## src/sv/pcx_rle_palette_decoder_core_assert.svh

```systemverilog
// Assertion macros for the PCX run-length palette decoder.
// Each check is sampled on the rising clock edge and is held off during reset.
`ifndef PCX_RLE_PALETTE_DECODER_CORE_ASSERT_SVH
`define PCX_RLE_PALETTE_DECODER_CORE_ASSERT_SVH
`ifndef ASSERT_OFF
// Checks that the consequent holds in the same cycle as the antecedent.
`define PCX_ASSERT(lbl, ante, cons) \
   lbl: assert property (@(posedge clock) disable iff (reset) (ante) |-> (cons)) \
      else $error("pcx_rle_palette_decoder_core: same-cycle check failed");
// Checks that the consequent holds in the cycle after the antecedent.
`define PCX_ASSERT_NEXT(lbl, ante, cons) \
   lbl: assert property (@(posedge clock) disable iff (reset) (ante) |=> (cons)) \
      else $error("pcx_rle_palette_decoder_core: next-cycle check failed");
`else
`define PCX_ASSERT(lbl, ante, cons)
`define PCX_ASSERT_NEXT(lbl, ante, cons)
`endif
`endif

```

## src/sv/pcxrle_pkg.sv

```systemverilog
`timescale 1ns / 1ps

package pcxrle_pkg;

   // Field widths.
   localparam int BYTE_W = 8;
   localparam int CFG_W  = 13;
   localparam int RUN_W  = 6;
   localparam int RGB_W  = 24;

   // Stream bytes above this value are run headers.
   localparam logic [BYTE_W-1:0] RUN_MARK   = 8'd191;
   localparam logic [BYTE_W-1:0] COUNT_MASK = 8'd63;

   // Default parameter values.
   localparam int PALETTE_ENTRIES_DEF = 256;
   localparam int MAX_DIMENSION_DEF   = 4096;

   // Reset value of both image dimension registers.
   localparam logic [CFG_W-1:0] DIM_RESET = 13'd256;

   // Register indexes of the configuration port.
   localparam logic CSR_IMAGE_WIDTH  = 1'b0;
   localparam logic CSR_IMAGE_HEIGHT = 1'b1;

   // Input command codes.
   localparam logic CMD_DATA    = 1'b0;
   localparam logic CMD_PALETTE = 1'b1;

   // Commands from the controller to the datapath.
   typedef struct packed {
      logic pal_we;
      logic set_run;
      logic take_run;
      logic load_literal;
      logic emit;
   } ctrl_cmd_type;

   // Status from the datapath to the controller.
   typedef struct packed {
      logic is_palette;
      logic run_pending;
      logic is_header;
      logic run_len_zero;
      logic out_free;
      logic burst_done;
   } ctrl_status_type;

endpackage

```

## src/sv/pcxrle_ctrl.sv

```systemverilog
`timescale 1ns / 1ps

module pcxrle_ctrl
   import pcxrle_pkg::*;
(
   input  logic            clock,
   input  logic            reset,
   input  logic            req_valid,
   output logic            req_stall,
   input  ctrl_status_type status,
   output ctrl_cmd_type    cmd
);

   typedef enum logic {
      S_IDLE,
      S_EMIT
   } state_type;

   state_type state_ff, state_in;
   logic      stall_ff, stall_in;
   logic      take_beat;

   // Decode the accepted beat and sequence the pixel emission.
   always_comb begin
      cmd       = '0;
      state_in  = state_ff;
      take_beat = 1'b0;
      case (state_ff)
         S_IDLE: begin
            take_beat        = req_valid;
            cmd.pal_we       = take_beat & status.is_palette;
            cmd.take_run     = take_beat & ~status.is_palette & status.run_pending;
            cmd.set_run      = take_beat & ~status.is_palette & ~status.run_pending
                               & status.is_header;
            cmd.load_literal = take_beat & ~status.is_palette & ~status.run_pending
                               & ~status.is_header;
            if (cmd.load_literal || (cmd.take_run && !status.run_len_zero)) begin
               state_in = S_EMIT;
            end
         end
         S_EMIT: begin
            cmd.emit = status.out_free;
            if (cmd.emit && status.burst_done) begin
               state_in = S_IDLE;
            end
         end
         default: begin
            state_in = S_IDLE;
         end
      endcase
      stall_in = (state_in == S_EMIT);
   end

   // State and the registered input stall.
   always_ff @(posedge clock) begin
      if (reset) begin
         state_ff <= S_IDLE;
         stall_ff <= 1'b0;
      end else begin
         state_ff <= state_in;
         stall_ff <= stall_in;
      end
   end

   assign req_stall = stall_ff;

endmodule

```

## config.mk

```make
export PLATFORM = sky130hd
export DESIGN_NAME = pcxrle_ctrl
export DESIGN_NICKNAME = d
export VERILOG_FILES = /design/src/sv/pcx_rle_palette_decoder_core_assert.svh /design/src/sv/pcxrle_pkg.sv /design/src/sv/pcxrle_ctrl.sv
export SDC_FILE = /design/constraint.sdc
export NUM_CORES = 1
export LEC_CHECK = 0
export BUFFER_PORTS_ARGS = -buffer_cell sky130_fd_sc_hd__buf_2
export CAP_MARGIN = 0
export CORE_AREA = 2 2 39 41
export CTS_CLUSTER_SIZE = 30
export DETAILED_ROUTE_END_ITERATION = 8
export DIE_AREA = 0 0 41 43
export HOLD_SLACK_MARGIN = 0.1
export PLACE_DENSITY = 0.3
export SYNTH_ARGS = -nofsm -noshare
export SYNTH_HDL_FRONTEND = slang
export SYNTH_SLANG_ARGS = --single-unit
```

## constraint.sdc

```tcl
create_clock -name clock -period 2.5 [get_ports clock]
set_input_delay 0.375 -clock clock [delete_from_list [all_inputs] [get_ports clock]]
set_output_delay 0.375 -clock clock [all_outputs]
set_load 0.05 [all_outputs]
```

==> flow_metrics.env, run 1 <==
export IMPL_period_share_pct=68.0
export IMPL_drc=0
export IMPL_skew_ns=0
export IMPL_rsz0062_at_grt="no"
export IMPL_arrival_ns=1.32
export IMPL_drt_met1_wl_um=202
export IMPL_cp_startpoint="status[5]"
export IMPL_setup_viol=0
export IMPL_final_util_pct=14.3
export IMPL_rrSetupSlack_ns=1.66
export IMPL_wl_per_cell_um=8.70
export IMPL_slew_headroom_pct=84.0
export IMPL_yosys_area_top_type_share_pct=18.6
export IMPL_antenna_left=0
export IMPL_areaGrowthSynthToFinish_pct=83.7
export IMPL_endpoint_kind="primary output"
export IMPL_synth_xor_area_share_pct=0
export IMPL_highest_layer="met3"
export IMPL_antenna_found_initial=0
export IMPL_grt_use_total_pct=4.20
export IMPL_holdWs_ns=0.590
export IMPL_fin_cells=44
export IMPL_die_w_um=41
export IMPL_grt_overflow=0
export IMPL_coreArea_mm2=0.00138
export IMPL_drive_gt1_share_pct=60.7
export IMPL_post_dp_cell_area_um2=198
export IMPL_path_common_cell="buf_2"
export IMPL_crit_end="cmd[3]"
export IMPL_post_cts_resized=0
export IMPL_initial_utilization_pct=7.78
export IMPL_place_gp_congestion=0.602
export IMPL_slew_violations=0
export IMPL_setup_ws_ns=0.801
export IMPL_critPathTopFamily="simple AND/OR/NAND/NOR gates"
export IMPL_total_power_mw=0.0532
export IMPL_finalSetupTns_ns=0
export IMPL_cpPeakStageDelay_ns=0.38
export IMPL_num_io_pins=15
export IMPL_fmax_ghz=0.589
export IMPL_io_buffers=14
export IMPL_placedCellCount=44
export IMPL_required_ns=2.12
export IMPL_yosys_mux_area_fraction_pct=9.30
export IMPL_wl_met2_um=90
export IMPL_timing_rr_start="req_stall$_SDFF_PP0_"
export IMPL_synth_simple_area_share_pct=55.8
export IMPL_status="completed"
export IMPL_synth_top_family_by_area="simple AND/OR/NAND/NOR gates"
export IMPL_ys_types=11
export IMPL_drt_pass1_iter_count=3
export IMPL_met3_length_um=89
export IMPL_rows=14
export IMPL_critPathKind="in2out"
export IMPL_grt_max_degree=7
export IMPL_cts_hold_buffers=0
export IMPL_ys_top_cells_by_area="dfxtp_1 (19%), nor3b_2 (12%), or3b_4 (10%)"
export IMPL_crit_cells=4
export IMPL_pre_cts_ws_ns=0.795
export IMPL_postCtsSetupBuffers=0
export IMPL_syn_nets=23
export IMPL_diodes=0
export IMPL_via_count=149
export IMPL_p_per_area_mw_per_mm2=269
export IMPL_grt_pass1_vias=139
export IMPL_path_max_fanout=3
export IMPL_reg2reg_depth=2
export IMPL_synth_warnings=0
export IMPL_first_iter_violations=3
export IMPL_design_die_area_mm2=0.00176
export IMPL_largest_reg_flops=1
export IMPL_worstMarginPinSlew_ns=0.236
export IMPL_cp_cell_sequence="buf_2, or3b_4, nor3b_2, buf_2"
export IMPL_cap_viol_max_count=0
export IMPL_crit_slowest_cell="or3b_4"
export IMPL_reg2reg_to="req_stall$_SDFF_PP0_"
export IMPL_ys_ff_latch=1
export IMPL_period_minus_slack_ns=1.70
export IMPL_clkLatencyLatePin_ns=0
export IMPL_report_final_hold_viol_count=0
export IMPL_clk_pin_slew_ns=0
export IMPL_worst_path_buf_inv=2
export IMPL_max_vdd_ir_drop_v=0.0000688
export IMPL_cp_start_kind="input pin"
export IMPL_seq_area_frac_synth_pct=18.6
export IMPL_die_h_um=43
export IMPL_synth_top_cell_by_area="dfxtp_1"
export IMPL_grt_pass1_wl_um=545
export IMPL_vias_per_cell=3.39
export IMPL_num_nets_final=39
export IMPL_netlist_instances=14
export IMPL_p_leak_nw=0.111
export IMPL_worst_hold_path_type="reg2reg"
export IMPL_synth_fa_ha_area_share_pct=0
export IMPL_stdcell_area_um2=198
export IMPL_synth_area_um2=108
export IMPL_synth_compound_area_share_pct=9.30
export IMPL_syn_area_per_cell_um2=7.69
export IMPL_finalWirelength_um=383
==> layout make-up <==
class                           instances  area (um2)
Tap cell                               16        20.0
Timing Repair Buffer                   14        70.1
Fill cell                             159        1190
Sequential cell                         1        20.0
Multi-Input combinational cell         11        80.1
Inverter                                2        7.51
==> logic make-up (layout without fill, tap and decap cells) <==
family	Yosys count	in the layout
buffers and inverters	2	16
muxes	1	1
and+or+nand+nor	9	9
DFF	1	1
AOI/OAI and AO/OA	1	1
==> where the power goes <==
part	internal, mW	switching (mW)
clock	0	0
combinational	0.0122	0.0226
sequential	0.0172	0.00112
total	0.0294	0.0238
==> cells in the mapped netlist, drive strengths merged <==
master and number:
nor2 2, nor3b 1, nand2 2, mux2i 1, a32o 1, and2 1, inv 2, dfxtp 1
nor4b 1, nor3 1, or3b 1
==> cells in the final DEF (no fill, tap or decap), drive strengths merged <==
cell	instances
buf	14
inv	2
nor2	2
nand2	2
or3b	1
nor3b	1
nor3	1
and2	1
mux2i	1
nor4b	1
a32o	1
dfxtp	1
==> per-layer routing <==
metal	vias to the layer above	track usage, %
met5	-	0
met4	0	0
met3	0	0
met2	15	5.94
met1	57	7.30
li1	77	-
==> how the worst min path moves through the flow <==
stage	start	end	slack, ns	cells past startpoint
finish	req_stall$_SDFF_PP0_	req_stall$_SDFF_PP0_	0.59	1
global route	req_stall$_SDFF_PP0_	req_stall$_SDFF_PP0_	0.64	1
CTS	req_stall$_SDFF_PP0_	req_stall$_SDFF_PP0_	0.60	1
detailed placement	req_stall$_SDFF_PP0_	req_stall$_SDFF_PP0_	0.60	1
global placement	req_stall$_SDFF_PP0_	req_stall$_SDFF_PP0_	0.58	1
floorplan	reset	req_stall$_SDFF_PP0_	0.57	2
Note: power is estimated with default switching activity, not from simulation.
==> run 2: changes to the inputs <==
==> constraint.sdc (replaced) <==
create_clock -name clock -period 1.6 [get_ports clock]
set_input_delay 0.24 -clock clock [delete_from_list [all_inputs] [get_ports clock]]
set_output_delay 0.24 -clock clock [all_outputs]
set_load 0.05 [all_outputs]
==> run 2 against run 1 <==
  * Combinational power grew 70%
  * Via count rose by 3.4%
  * Register-to-register slack worse by 0.93 ns
  * Clock skew unchanged
  * Critical path depth down 1
  * First-iteration DRC count fell by 100%
  * Routed wire length fell by 9.1%
  * Hold slack lost 0.065 ns
  * Power grew 64%
  * Worst setup slack got worse by 0.66 ns
  * Final cell count unchanged
  * Sequential power up 54%
  * Largest cell class unchanged
==> flow_metrics.env, run 2 (synthesis gave the netlist of run 1 again) <==
export IMPL_stdcell_area_um2=221
export IMPL_grt_overflow=0
export IMPL_period_share_pct=91.3
export IMPL_rsz0062_at_grt="no"
export IMPL_status="completed"
export IMPL_initial_utilization_pct=7.78
export IMPL_design_die_area_mm2=0.00176
export IMPL_antenna_left=0
export IMPL_drt_pass1_iter_count=1
export IMPL_cp_start_kind="register"
export IMPL_via_count=154
export IMPL_first_iter_violations=0
export IMPL_max_vdd_ir_drop_v=0.000150
export IMPL_slew_violations=0
export IMPL_p_leak_nw=0.120
export IMPL_post_dp_cell_area_um2=221
export IMPL_largest_reg_flops=1
export IMPL_arrival_ns=1.22
export IMPL_cts_hold_buffers=0
export IMPL_critPathKind="reg2out"
export IMPL_drive_gt1_share_pct=71.4
export IMPL_path_max_fanout=6
export IMPL_drc=0
export IMPL_worstMarginPinSlew_ns=0.263
export IMPL_num_nets_final=39
export IMPL_place_hpwl_um=329
export IMPL_coreArea_mm2=0.00138
export IMPL_postCtsSetupBuffers=0
export IMPL_grt_use_total_pct=4.30
export IMPL_die_h_um=43
export IMPL_die_w_um=41
export IMPL_wl_per_cell_um=7.91
export IMPL_grt_pass1_wl_um=572
export IMPL_io_buffers=14
export IMPL_place_gp_congestion=0.630
export IMPL_p_per_area_mw_per_mm2=395
export IMPL_antenna_found_initial=0
export IMPL_areaGrowthSynthToFinish_pct=106
export IMPL_final_util_pct=16.0
export IMPL_setup_viol=0
export IMPL_layout_common_cells="buf_2 (14), inv_1 (2), nand2_1 (2)"
export IMPL_skew_ns=0
export IMPL_final_common_cell="buf_2"
export IMPL_endpoint_kind="primary output"
export IMPL_fin_cells=44
export IMPL_clk_pin_slew_ns=0
export IMPL_grt_max_degree=7
export IMPL_rrSetupSlack_ns=0.73
export IMPL_multi_input_area_um2=100
export IMPL_required_ns=1.36
export IMPL_slew_headroom_pct=82.2
export IMPL_num_io_pins=15
export IMPL_rows=14
export IMPL_post_cts_resized=0
export IMPL_period_minus_slack_ns=1.46
export IMPL_vias_per_cell=3.50
export IMPL_fmax_ghz=0.684
export IMPL_finalWirelength_um=348
export IMPL_cap_viol_max_count=0
export IMPL_placedCellCount=44
export IMPL_worst_hold_path_type="reg2reg"
export IMPL_diodes=0
export IMPL_fill_cells=154
export IMPL_finalSetupTns_ns=0
export IMPL_grt_pass1_vias=145
export IMPL_clkLatencyLatePin_ns=0
export IMPL_ff_latch_area_um2=23.8
export IMPL_report_final_hold_viol_count=0
## run 2: cell counts in the layout (fill, tap and decap cells not counted)
Identical to the previous run, type by type.
## run 2: critical path, stage by stage, from the launching register on
cell and delay (ns):
dfxtp_4 0.34, or3b_4 0.44, nor3b_4 0.17, buf_2 0.28
## run 2: area by class of cell
class	count	share of cell area (%)
inverters	2	3.39
well taps	16	9.04
flip-flops and latches	1	10.7
repair buffers	14	31.6
multi-input cells	11	45.2
## run 2: path summary, 6_finish.rpt
kind / cells after the start / from / end
setup reg to reg: 2 / req_stall$_SDFF_PP0_ / req_stall$_SDFF_PP0_
hold / removal: 1 / req_stall$_SDFF_PP0_ / req_stall$_SDFF_PP0_
hold reg to reg: 1 / req_stall$_SDFF_PP0_ / req_stall$_SDFF_PP0_
setup / recovery: 3 / req_stall$_SDFF_PP0_ / cmd[3]
## run 2: per-layer routing
| layer | up-vias | wire length, um | GRT usage [%] | part of all wire (%) |
|---|---|---|---|---|
| met3 | 0 | 64 | 0 | 18 |
| met2 | 15 | 126 | 6.56 | 36 |
| li1 | 77 | - | - | - |
| met1 | 62 | 157 | 6.98 | 45 |
| met5 | - | 0 | 0 | 0 |
| met4 | 0 | 0 | 0 | 0 |
## run 2: stage by stage
stage / hold slack [ns] / power, mW / setup slack, ns
6_report: 0.525 / 0.0874 / 0.139
5_1_grt: 0.546 / 0.0926 / 0.103
4_1_cts: 0.526 / 0.0883 / 0.132
3_5_place_dp: 0.525 / 0.0881 / 0.133
3_3_place_gp: 0.533 / 0.0866 / 0.147
2_1_floorplan: 0.439 / 0.0657 / 0.0204
## run 2: power by group
part / total [mW] / leakage [nW] / switching (mW) / internal (mW)
Clock: 0 / 0 / 0 / 0
Sequential: 0.0281 / 0.00890 / 0.00188 / 0.0262
Combinational: 0.0594 / 0.111 / 0.0386 / 0.0208
Total: 0.0874 / 0.120 / 0.0405 / 0.0469
==> run 3: changes to the inputs <==
--- a/config.mk
+++ b/config.mk
@@ -5,7 +5,7 @@
 export SDC_FILE = /design/constraint.sdc
 export NUM_CORES = 1
 export LEC_CHECK = 0
-export BUFFER_PORTS_ARGS = -buffer_cell sky130_fd_sc_hd__buf_2
+export BUFFER_PORTS_ARGS = -buffer_cell sky130_fd_sc_hd__clkbuf_2
 export CAP_MARGIN = 0
 export CORE_AREA = 2 2 39 41
 export CTS_CLUSTER_SIZE = 30
@@ -13,6 +13,7 @@
 export DIE_AREA = 0 0 41 43
 export HOLD_SLACK_MARGIN = 0.1
 export PLACE_DENSITY = 0.3
+export RECOVER_POWER = 25
 export SYNTH_ARGS = -nofsm -noshare
 export SYNTH_HDL_FRONTEND = slang
 export SYNTH_SLANG_ARGS = --single-unit
==> run 3 against run 2 <==
  * Global-route usage decreased by 0.40 points
  * Critical path depth unchanged
  * Power decreased by 0.90%
  * Sequential cell count unchanged
  * Final cell count unchanged
  * Sequential share of layout area increased by 0.061 points
  * Worst setup slack got worse by 0.019 ns
  * Largest power group unchanged
==> flow_metrics.env, run 3 (synthesis gave the netlist of run 1 again) <==
export IMPL_status="completed"
export IMPL_design_die_area_mm2=0.00176
export IMPL_report_final_hold_viol_count=0
export IMPL_seq_power_share_pct=32.3
export IMPL_period_share_pct=92.5
export IMPL_required_ns=1.36
export IMPL_largest_reg_flops=1
export IMPL_swShare_pct=46.5
export IMPL_rows=14
export IMPL_period_minus_slack_ns=1.48
export IMPL_areaGrowthSynthToFinish_pct=105
export IMPL_grt_pass1_vias=141
export IMPL_clkLatencyLatePin_ns=0
export IMPL_reg2reg_depth=2
export IMPL_p_switching_mw=0.0403
export IMPL_num_nets_final=39
export IMPL_p_leak_nw=0.114
export IMPL_min_from="req_stall$_SDFF_PP0_"
export IMPL_clk_pin_slew_ns=0
export IMPL_stdcell_area_um2=220
export IMPL_final_common_cell="clkbuf_2"
export IMPL_drc=0
export IMPL_endpoint_kind="primary output"
export IMPL_worstMarginPinSlew_ns=0.588
export IMPL_grt_pass1_wl_um=531
export IMPL_path_max_fanout=6
export IMPL_slew_headroom_pct=61.0
export IMPL_cp_start_kind="register"
export IMPL_cts_hold_buffers=0
export IMPL_layout_common_cells="clkbuf_2 (13), inv_1 (2), nand2_1 (2)"
export IMPL_internal_power_mw=0.0464
export IMPL_place_gp_congestion=0.646
export IMPL_arrival_ns=1.24
export IMPL_post_cts_resized=0
export IMPL_fmax_ghz=0.675
export IMPL_post_dp_cell_area_um2=221
export IMPL_grt_use_total_pct=3.90
export IMPL_antenna_found_initial=0
export IMPL_die_w_um=41
export IMPL_cap_viol_max_count=0
export IMPL_postCtsSetupBuffers=0
export IMPL_io_buffers=14
export IMPL_worst_hold_path_type="reg2reg"
export IMPL_coreArea_mm2=0.00138
export IMPL_timing_rr_start="req_stall$_SDFF_PP0_"
export IMPL_setup_viol=0
export IMPL_rsz0062_at_grt="no"
export IMPL_cpPeakStageDelay_ns=0.44
export IMPL_cp_cell_sequence="or3b_4, nor3b_4, clkbuf_2"
export IMPL_vias_per_cell=3.55
export IMPL_antenna_left=0
export IMPL_clockPowerShare_pct=0
export IMPL_grt_overflow=0
export IMPL_drt_pass1_iter_count=1
export IMPL_crit_slowest_cell="or3b_4"
export IMPL_via_count=156
export IMPL_num_io_pins=15
export IMPL_reg2reg_to="req_stall$_SDFF_PP0_"
export IMPL_drive_gt1_share_pct=67.9
export IMPL_skew_ns=0
export IMPL_hold_depth=1
export IMPL_min_to="req_stall$_SDFF_PP0_"
export IMPL_rrSetupSlack_ns=0.75
export IMPL_slew_violations=0
export IMPL_grt_max_degree=7
export IMPL_wl_per_cell_um=7.45
export IMPL_max_vdd_ir_drop_v=0.000143
export IMPL_p_comb_share_pct=67.7
export IMPL_initial_utilization_pct=7.78
export IMPL_die_h_um=43
export IMPL_first_iter_violations=0
export IMPL_p_per_area_mw_per_mm2=393
export IMPL_finalSetupTns_ns=0
export IMPL_finalWirelength_um=328
export IMPL_diodes=0
export IMPL_critPathKind="reg2out"
[run 3: changes by cell type in the layout (fill, tap and decap cells not counted), sizes merged]
cell,before,now
clkbuf,0,14
buf,14,0
[run 3: critical path, delay by kind of cell, from the launching register on]
| family | cells | cell delay, ns |
|---|---|---|
| simple gates | 2 | 0.61 |
| flops | 1 | 0.34 |
| buf+inv | 1 | 0.29 |
[run 3: how the worst max path moves through the flow]
stage / start / end / slack, ns
after floorplan: req_stall$_SDFF_PP0_ / cmd[3] / 0.02
after global placement: req_stall$_SDFF_PP0_ / cmd[3] / 0.13
after detailed placement: req_stall$_SDFF_PP0_ / cmd[3] / 0.11
after CTS: req_stall$_SDFF_PP0_ / cmd[3] / 0.11
after global routing: req_stall$_SDFF_PP0_ / cmd[3] / 0.09
final: req_stall$_SDFF_PP0_ / cmd[3] / 0.12
[run 3: power groups by stage]
| stage | Sequential (mW) | Combinational [mW] | Clock (mW) |
|---|---|---|---|
| 5_1_grt | 0.0284 | 0.0629 | 0 |
| 2_1_floorplan | 0.0325 | 0.0331 | 0 |
| 6_report | 0.0280 | 0.0587 | 0 |
| 3_5_place_dp | 0.0280 | 0.0595 | 0 |
| 3_3_place_gp | 0.0280 | 0.0587 | 0 |
| 4_1_cts | 0.0280 | 0.0598 | 0 |
[run 3: area by class of cell]
class	count	area [um2]
repair buffers	14	68.8
multi-input cells	11	100
well taps	16	20.0
inverters	2	7.51
flip-flops and latches	1	23.8
fillers	156	1160
[run 3: metrics by stage]
step	instances	power [mW]	hold WS, ns	util, %	setup WS (ns)
6_report	44	0.0866	0.523	15.9	0.119
5_1_grt	44	0.0913	0.539	15.9	0.0913
4_1_cts	44	0.0878	0.525	16.0	0.110
3_5_place_dp	44	0.0876	0.526	16.0	0.107
3_3_place_gp	44	0.0867	0.535	16.0	0.126
2_1_floorplan	14	0.0657	0.439	-	0.0204
[run 3: routing by layer]
metal / GRT usage, % / vias up / part of all wire [%]
met5: 0 / - / 0
met4: 0 / 0 / 0
met3: 0 / 0 / 23
met2: 5.94 / 15 / 33
met1: 6.37 / 63 / 43
li1: - / 78 / -
